===== src/rtl/lbpf_pkg.sv =====
// ----------------------------------------------------------------------------
// lbpf_pkg
// Shared types and constants for the local binary pattern filter.
// ----------------------------------------------------------------------------
package lbpf_pkg;

  // line store geometry
  localparam int MAX_WIDTH = 4096;
  localparam int ADDR_W    = $clog2(MAX_WIDTH);

  // field widths
  localparam int PIX_W  = 8;
  localparam int COL_W  = 12;
  localparam int ROW_W  = 16;
  localparam int IMGW_W = 13;

  // pattern modes
  localparam logic [1:0] MODE_STANDARD = 2'd0;
  localparam logic [1:0] MODE_MODIFIED = 2'd1;
  localparam logic [1:0] MODE_UNIFORM  = 2'd2;

  // register indexes
  localparam logic [1:0] REG_MODE   = 2'd0;
  localparam logic [1:0] REG_LARGE  = 2'd1;
  localparam logic [1:0] REG_WIDTH  = 2'd2;
  localparam logic [1:0] REG_HEIGHT = 2'd3;

  // register reset values and limits
  localparam logic [IMGW_W-1:0] WIDTH_RESET  = 13'd640;
  localparam logic [ROW_W-1:0]  HEIGHT_RESET = 16'd480;
  localparam logic [IMGW_W-1:0] WIDTH_MIN    = 13'd5;
  localparam logic [IMGW_W-1:0] WIDTH_MAX    = IMGW_W'(MAX_WIDTH);
  localparam logic [ROW_W-1:0]  HEIGHT_MIN   = 16'd5;

  // code reported for a non-uniform pattern
  localparam logic [7:0] NON_UNIFORM_CODE = 8'd9;

  typedef logic [PIX_W-1:0] pixel_t;

  // 5x5 window, [row][column], row 4 / column 4 is the newest pixel
  typedef pixel_t [4:0][4:0] window_t;

  // code unit control
  typedef struct packed {
    logic modified;
    logic uniform;
    logic margin_two;
  } code_ctrl_t;

  // one buffered result
  typedef struct packed {
    logic [7:0]       code;
    logic [COL_W-1:0] col;
    logic [ROW_W-1:0] row;
    logic             last;
  } result_t;

endpackage


===== src/rtl/lbpf_code.sv =====
// ----------------------------------------------------------------------------
// lbpf_code
// Pattern code for one window: ring select, threshold, uniformity check.
// ----------------------------------------------------------------------------
module lbpf_code
  import lbpf_pkg::*;
(
  input  window_t    win,
  input  code_ctrl_t ctrl,
  output logic [7:0] code
);

  pixel_t      g [8];
  pixel_t      centre;
  logic [10:0] sum;
  pixel_t      avg;
  logic [7:0]  bits;
  logic [7:0]  flips;
  logic [3:0]  trans;

  // neighbour select: far ring, mixed ring or 3x3 ring
  always_comb begin
    if (ctrl.modified) begin
      g[0] = win[0][0]; g[1] = win[0][2]; g[2] = win[0][4]; g[3] = win[2][4];
      g[4] = win[4][4]; g[5] = win[4][2]; g[6] = win[4][0]; g[7] = win[2][0];
    end else if (ctrl.margin_two) begin
      g[0] = win[1][1]; g[1] = win[0][2]; g[2] = win[1][3]; g[3] = win[2][4];
      g[4] = win[3][3]; g[5] = win[4][2]; g[6] = win[3][1]; g[7] = win[2][0];
    end else begin
      g[0] = win[2][2]; g[1] = win[2][3]; g[2] = win[2][4]; g[3] = win[3][4];
      g[4] = win[4][4]; g[5] = win[4][3]; g[6] = win[4][2]; g[7] = win[3][2];
    end
  end

  assign centre = ctrl.margin_two ? win[2][2] : win[3][3];

  // average of the ring: sum plus one, shifted right by three (truncated)
  always_comb begin
    sum = 11'd1;
    for (int p = 0; p < 8; p++) begin
      sum = sum + {3'b000, g[p]};
    end
  end

  assign avg = sum[10:3];

  // threshold bits
  always_comb begin
    for (int p = 0; p < 8; p++) begin
      bits[p] = ctrl.modified ? (g[p] > avg) : (g[p] >= centre);
    end
  end

  // circular transitions
  assign flips = bits ^ {bits[6:0], bits[7]};

  always_comb begin
    trans = 4'd0;
    for (int p = 0; p < 8; p++) begin
      trans = trans + {3'b000, flips[p]};
    end
  end

  assign code = (ctrl.uniform && (trans > 4'd2)) ? NON_UNIFORM_CODE : bits;

endmodule


===== config.mk =====
export PLATFORM = sky130hd
export DESIGN_NAME = lbpf_code
export DESIGN_NICKNAME = d
export VERILOG_FILES = /design/src/rtl/lbpf_pkg.sv /design/src/rtl/lbpf_code.sv
export SDC_FILE = /design/constraint.sdc
export NUM_CORES = 1
export LEC_CHECK = 0
export BUFFER_PORTS_ARGS = -buffer_cell sky130_fd_sc_hd__buf_2
export CORE_ASPECT_RATIO = 0.8
export CORE_MARGIN = 1.5
export CORE_UTILIZATION = 57
export DETAILED_ROUTE_END_ITERATION = 10
export PLACE_DENSITY = 0.9
export SYNTH_ARGS = -nofsm -noshare
export SYNTH_HDL_FRONTEND = slang
export SYNTH_SLANG_ARGS = --single-unit
export TNS_END_PERCENT = 50

===== constraint.sdc =====
create_clock -name vclk -period 21.6
set_clock_uncertainty 0.05 [all_clocks]
set_input_delay 1.08 -clock vclk [all_inputs]
set_output_delay 1.08 -clock vclk [all_outputs]
set_load 0.005 [all_outputs]

---- Word level (Yosys, flattened, before mapping) ----
Cells that the tools add are included.
word-level totals
  memories ................................ 0
  register bits ........................... 0
  output and inout bits ................... 8
  RAM bits ................................ 0
  bits in latches ......................... 0
  bits in read-only memories .............. 0
  bits of input ports ..................... 203
cells by class
  multipliers ............................. 0
  reduce and logical (&&, ||, !) cells .... 1
  add/sub/neg operators ................... 15
  bitwise logic cells ..................... 1
  $lt $le $gt $ge ......................... 17
  mux-type cells .......................... 12
  shifts and indexed selects .............. 0
  div/mod/pow operators ................... 0
  equal/unequal tests ..................... 0
operators with widths
  operator                                                       count
  two-way mux 64 bit                                             2
  >= comparator 8 bit                                            8
  greater-than comparator 8 bit                                  8
  adder 11 x 8 -> 11 bit                                         5
  adder 4 x 1 -> 4 bit                                           4
  two-way mux 8 bit                                              2
  adder 10 x 8 -> 11 bit                                         1
  adder 9 x 8 -> 10 bit                                          1
  adder 1 x 8 -> 9 bit, first input constant                     1
  two-way mux 1 bit                                              8
  bitwise XOR 8 bit                                              1
  adder 3 x 1 -> 4 bit                                           1
  greater-than comparator 4 x 2 -> 1 bit, second input constant  1
  adder 2 x 1 -> 3 bit                                           1
  adder 1 x 1 -> 2 bit                                           1
  logical AND 1 bit                                              1

---- Logic depth before layout (Yosys ltp) ----
Gate-level depths: netlist of run 1.
  depth after elaboration ................. 23
  mapped depth ............................ 42
  mapped depth without buffers ............ 37

---- Worst setup path after synthesis of run 1 ----
Ideal clock, no wire load.
  kind .................................... in2out
  start point ............................. in ctrl[2] (netlist name)
  end point ............................... out code[4]
  path slack .............................. 10.073 ns
  stages on the path ...................... 40
  path buffers ............................ 6
  arrival time ............................ 10.397 ns
  data required time ...................... 20.470 ns
  cell sequence ........................... clkbuf_8 clkbuf_8 buf_2 buf_1 clkbuf_1 clkbuf_1 nand2_1 o21a_1 fa_1 inv_1 fa_1 fa_1 inv_1 fa_1 inv_1 ha_1 a21oi_1 o21ai_2 [... 4 more ...] maj3_2 o221a_1 or4_1 o311ai_2 xor2_1 fa_1 fa_1 inv_1 fa_1 inv_1 ha_1 inv_1 fa_1 nor2b_1 a31oi_1 o21a_1 inv_1 and2_1
between the ends
  longest elaborated chain between the ends .. 22
RTL lines
  element                                 RTL line         text
  from (decl)                             lbpf_code.sv:9   input code_ctrl_t ctrl,
  two-way mux 64 bit                      lbpf_code.sv:23  if (ctrl.modified) begin
  adder 1 x 8 -> 9 bit                    lbpf_code.sv:41  sum = sum + {3'b000, g[p]};
  adder 9 x 8 -> 10 bit                   lbpf_code.sv:41
  adder 10 x 8 -> 11 bit                  lbpf_code.sv:41
  adder 11 x 8 -> 11 bit (5 in series)    lbpf_code.sv:41
  greater-than comparator 8 bit           lbpf_code.sv:50  bits[p] = ctrl.modified ? (g[p] > avg) : (g[p] >= centre);
  two-way mux 1 bit                       lbpf_code.sv:50
  bitwise XOR 8 bit                       lbpf_code.sv:55  assign flips = bits ^ {bits[6:0], bits[7]};
  adder 1 x 1 -> 2 bit                    lbpf_code.sv:60  trans = trans + {3'b000, flips[p]};
  adder 2 x 1 -> 3 bit                    lbpf_code.sv:60
  adder 3 x 1 -> 4 bit                    lbpf_code.sv:60
  adder 4 x 1 -> 4 bit (4 in series)      lbpf_code.sv:60
  greater-than comparator 4 x 2 -> 1 bit  lbpf_code.sv:64  assign code = (ctrl.uniform && (trans > 4'd2)) ? NON_UNIFORM_CODE : bits;
  logical AND 1 bit                       lbpf_code.sv:64
  two-way mux 8 bit *                     lbpf_code.sv:64
  to (decl)                               lbpf_code.sv:10  output logic [7:0] code
Every way passes the cells marked *; elsewhere a longest branch is shown, timed or not.

---- Worst setup path in the final report of run 1 ----
  start point ............................. in ctrl[0] (netlist name)
  end point ............................... out code[4]
between the ends
  longest elaborated chain between the ends .. 23
RTL lines
  element                                 RTL line         text
  two-way mux 64 bit                      lbpf_code.sv:26  end else if (ctrl.margin_two) begin
  two-way mux 64 bit                      lbpf_code.sv:23
  adder 1 x 8 -> 9 bit                    lbpf_code.sv:41
  adder 9 x 8 -> 10 bit                   lbpf_code.sv:41
  adder 10 x 8 -> 11 bit                  lbpf_code.sv:41
  adder 11 x 8 -> 11 bit (5 in series)    lbpf_code.sv:41
  greater-than comparator 8 bit           lbpf_code.sv:50
  two-way mux 1 bit                       lbpf_code.sv:50
  bitwise XOR 8 bit                       lbpf_code.sv:55
  adder 1 x 1 -> 2 bit                    lbpf_code.sv:60
  adder 2 x 1 -> 3 bit                    lbpf_code.sv:60
  adder 3 x 1 -> 4 bit                    lbpf_code.sv:60
  adder 4 x 1 -> 4 bit (4 in series)      lbpf_code.sv:60
  greater-than comparator 4 x 2 -> 1 bit  lbpf_code.sv:64
  logical AND 1 bit                       lbpf_code.sv:64
  two-way mux 8 bit *                     lbpf_code.sv:64
Marks and branches as above.

==> flow_summary.yaml, run 1 <==
setup_path:
  critPathLaunchType: "input pin"
  crit_top_cell: "fa_1"
  worstSetupEndpoint: "code[4]"
  worst_path_max_delay_cell: "xor2_1"
  critPathLaunch: "ctrl[0]"
  critPathKind: "in2out"
  required_ns: 20.47
  worstSetupEndpointType: "primary output"
  max_stage_delay_ns: 0.76
  worstPathArrival_ns: 11.54
  worstPathMaxFanout: 34
final_layout:
  seq_area_um2: 0
  insertedDiodeCount: 0
  seq_cell_count: 0
  fill_cells: 794
  final_util_pct: 67.87
  layout-drive-gt1-share_pct: 24.10
  clkbuf_count: 0
  area_growth_pct: 13.96
  nets: 1189
  multi_input_area_mm2: 0.005308
place:
  port_buffers: 147
  finalWeightedCongestion: 0.9524
  hpwl_mm: 13.65
routing:
  vias: 5374
  drc: 0
  wl_mm: 15.55
  drt-initial-drc-count: 292
  drt_pass1_iterations: 5
  wl_per_cell_um: 16.45
  drtAntennaViolNets: 0
  drt-vias-per-instance: 5.687
die:
  fp.dieH_um: 93.37
  die_w_um: 116.0
  core_mm2: 0.009769
  initial_core_util_pct: 59.55
  dieArea_mm2: 0.01083
  ios: 211
  rows: 32
yosys:
  synth_area_mm2: 0.005818
  synth_cells: 677
  ys_types: 53
  yosysWarnings: 0
  synth_top_area_share_pct: 26.88
  syn_nets: 1055
  yosysTopAreaCell: "ha_1"
  synth_seq_area_share_pct: 0
  synth_area_per_cell_um2: 8.594
  synth_area_leaders: "ha_1 27%, fa_1 17%, mux2i_1 10%"
run:
  max-cap-violations: 0
sta:
  finalSetupViolCount: 0
  drv_slew: 0
  period_share_pct: 58.67
  finalCriticalPeriod_ns: 12.67
  maxSlewHeadroom_pct: 24.42
  setup_tns_ns: 0
  hold_viol: 0
  tightest_slew_ns: 1.102
  clock.fmax_mhz: 78.91
  rsz0062_at_grt: "false"
min_path:
  hold_path_class: "in2out"
global_routing:
  grt_max_degree: 56
  antenna_found_initial: 0
  grt_pass1_wl_mm: 25.47
  grt.overflow.total: 0
  grt_pass1_vias: 5508
  grt.total_usage_pct: 29.55
cts:
  post-cts-setup-buffer-count: 0
  cts_hold_buffers: 0
  cts_resized: 0
run_status:
  status: "complete, no violations"
logic make-up (layout without fill, tap and decap cells):
| kind of cell | count (synthesis) | count (layout) | synth area share, % |
|---|---|---|---|
| adder cells (fa/ha/maj) | 189 | 189 | 46.71 |
| AO/OA/AOI/OAI | 114 | 114 | 13.76 |
| AND/OR/NAND/NOR | 149 | 149 | 13.16 |
| multiplexers | 72 | 72 | 12.69 |
| buffers and inverters | 123 | 255 | 8.903 |
| XOR/XNOR | 30 | 30 | 4.774 |
metal layers:
metal	global-route usage, %	part of all wire [%]	vias to the layer above
met5	0	0	-
met4	6.606	2.1	0
met3	4.731	7.4	33
met2	52.79	49	208
met1	37.30	42	2531
li1	-	-	2602
cells in the final DEF, fill, tap and decap left out, types with 2 or more instances in the layout:
master and n:
xnor2_1 19, o311ai_2 5, a21o_2 2, nand2b_1 22
ha_1 125, maj3_1 4, fa_1 50, o21a_1 20
nor2_1 30, mux2_2 14, nor2b_1 20, nand4_1 7
buf_2 147, o21ai_0 42, nor4_1 3, nand2_1 35
xor2_1 9, a221o_1 5, nor3_1 14, mux2i_1 58
buf_4 3, maj3_2 10, a21oi_1 27, and3_1 8
inv_1 105
final cells by class:
| class | instances | share of cell area (%) |
|---|---|---|
| tap | 136 | 2.567 |
| timing repair buffer | 150 | 11.44 |
| multi-input combinational | 554 | 80.05 |
| inverter | 105 | 5.945 |
worst min path at each step:
stage | start | end | cells after the start
2_1_floorplan | ctrl[1] | code[1] | 2
3_3_place_gp | ctrl[1] | code[2] | 4
3_5_place_dp | ctrl[1] | code[1] | 4
4_1_cts | ctrl[1] | code[1] | 4
5_1_grt | ctrl[1] | code[2] | 4
6_report | ctrl[1] | code[1] | 4
synthesized netlist by cell type, types with 2 or more instances:
cell type	n
o21a_1	20
xnor2_1	19
o311ai_2	5
fa_1	50
nand2b_1	22
nor2_1	31
nor2b_1	20
buf_2	4
mux2_2	14
nor3_1	14
a221o_1	5
maj3_1	4
clkbuf_1	3
inv_1	105
xor2_1	9
a21o_2	2
buf_1	6
o21ai_0	42
nand4_1	7
a21oi_1	27
clkbuf_8	2
ha_1	125
maj3_2	10
buf_6	2
nand2_1	35
and3_1	8
nor4_1	3
mux2i_1	58
per-stage QoR:
stage	cell area [um2]	hold slack [ns]	cells	setup WS, ns
global route	6630	2.588	945	8.373
floorplan	5818	2.353	677	10.07
global placement	6630	2.547	945	9.144
finish	6630	2.553	945	8.927
detailed placement	6630	2.552	945	9.010
CTS	6630	2.555	945	8.981
worst max-delay path: cells and delay by family:
| kind | cells | cell delay [ns] |
|---|---|---|
| adders and majority gates | 11 | 4.84 |
| AOI/OAI and AO/OA | 5 | 0.95 |
| xor gates and xnor gates | 2 | 1.02 |
| buffers and inverters | 9 | 1.23 |
| and+or+nand+nor | 8 | 1.98 |
| muxes | 1 | 0.42 |
Power of run 1 is left out: the tool's default activity adds up to more than one toggle a clock period on the data nets, which glitch-free logic cannot reach.
==> run 2: changes to the inputs <==
- CORE_UTILIZATION: 57 -> 48
- PLACE_DENSITY: 0.9 -> 0.81
- clock period: 21.6 -> 11.2 ns (I/O delays scaled with it)
==> flow_summary.yaml, run 2 (synthesized netlist as in run 1, its figures left out) <==
run_status:
  status: "complete, but fails checks"
  violations: "design-rule violations"
final_layout:
  fill_cells: 1030
  final_common_cell: "buf_2"
  multi_input_area_mm2: 0.005315
  stdcell_count: 969
  layout-drive-gt1-share_pct: 25.33
  final_cell_mix: "147 x buf_2, 125 x ha_1, 105 x inv_1, 58 x mux2i_1, 50 x fa_1"
  area_growth_pct: 16.11
  seq_cell_count: 0
  insertedDiodeCount: 0
  clkbuf_count: 0
  seq_area_um2: 0
  nets: 1201
global_routing:
  top_usage_layer: "met2"
  grt_pass1_vias: 5437
  globalRouteMet2Util_pct: 45.35
  grt_max_degree: 29
  antenna_found_initial: 0
  grt_pass1_wl_mm: 25.79
  use_met1_pct: 33.38
  grt.overflow.total: 0
  grt.total_usage_pct: 25.12
  gr-usage-met3_pct: 1.162
setup_path:
  worstPathMaxFanout: 12
  worstSetupEndpointType: "primary output"
  critPathLaunch: "ctrl[0]"
  critPathKind: "in2out"
  critPathLaunchType: "input pin"
  worst_path_max_delay_cell: "xor2_2"
  max_stage_delay_ns: 0.66
  required_ns: 10.59
  worstPathArrival_ns: 10.15
sta:
  maxSlewHeadroom_pct: 18.42
  clock.fmax_mhz: 92.90
  finalCriticalPeriod_ns: 10.76
  tightest_slew_ns: 1.190
  timing.hold.ws_ns: 1.512
  setup_tns_ns: 0
  drv_slew: 0
  rsz0062_at_grt: "false"
  finalSetupViolCount: 0
  period_share_pct: 96.11
  hold_viol: 0
die:
  fp.dieH_um: 101.5
  die_w_um: 126.1
  ios: 211
  rows: 35
  initial_core_util_pct: 49.95
  core_mm2: 0.01165
  dieArea_mm2: 0.01279
run:
  max-cap-violations: 0
routing:
  drt-initial-drc-count: 271
  drc: 6
  drtAntennaViolNets: 0
  vias: 5378
  drt-vias-per-instance: 5.550
  wl_per_cell_um: 16.40
  wl_mm: 15.89
  drt_pass1_iterations: 8
cts:
  cts_hold_buffers: 0
min_path:
  min_from: "ctrl[1]"
  hold_path_class: "in2out"
place:
  finalWeightedCongestion: 0.8991
  place_inst: 969
  hpwl_mm: 14.16
  port_buffers: 147
-- run 2: changes by cell type in the layout (fill, tap and decap cells not counted) --
cell / previous run / this run
buf_12: 0 / 1
buf_4: 3 / 14
xor2_1: 9 / 8
xor2_2: 1 / 2
-- run 2: timing repair --
item | CTS | global route
hold endpoints to repair | 0 | 0
endpoints found under the setup margin | 0 | 3
gates resized for setup | 0 | 1
setup buffers | 0 | 0
-- run 2: worst max-delay path, delay by kind of cell --
kind | cells | cell delay [ns]
adder cells (fa/ha/maj) | 10 | 4.55
AO/OA/AOI/OAI | 6 | 1.42
buffers and inverters | 12 | 1.21
XOR/XNOR | 3 | 1.06
AND/OR/NAND/NOR | 5 | 0.90
multiplexers | 1 | 0.42
-- run 2: final timing paths --
kind / endpoint / slack (ns) / cells after the start
min: code[6] / 1.51 / 4
max: code[4] / 0.44 / 37
-- run 2: cell type report --
class / instances / share of cell area, %
repair buffers: 162 / 12.74
well taps: 148 / 2.741
inverters: 105 / 5.834
multi-input cells: 554 / 78.68
-- run 2: per-layer routing --
layer  up-vias  share of wire (%)
li1       2630                  -
met1      2553                 43
met2       167                 48
met3        28                5.7
met4         0                2.6
met5         -                  0
-- run 2: per-stage QoR --
stage               instance area (um2)  setup slack [ns]  utilization [%]
finish                             6755            0.4353            57.99
global route                       6755           0.04438            57.99
global placement                   6748            0.6464            57.93
detailed placement                 6748            0.5768            57.93
floorplan                          5818            0.7132                -
CTS                                6748            0.5439            57.93
Power of run 2 is left out for the same reason.
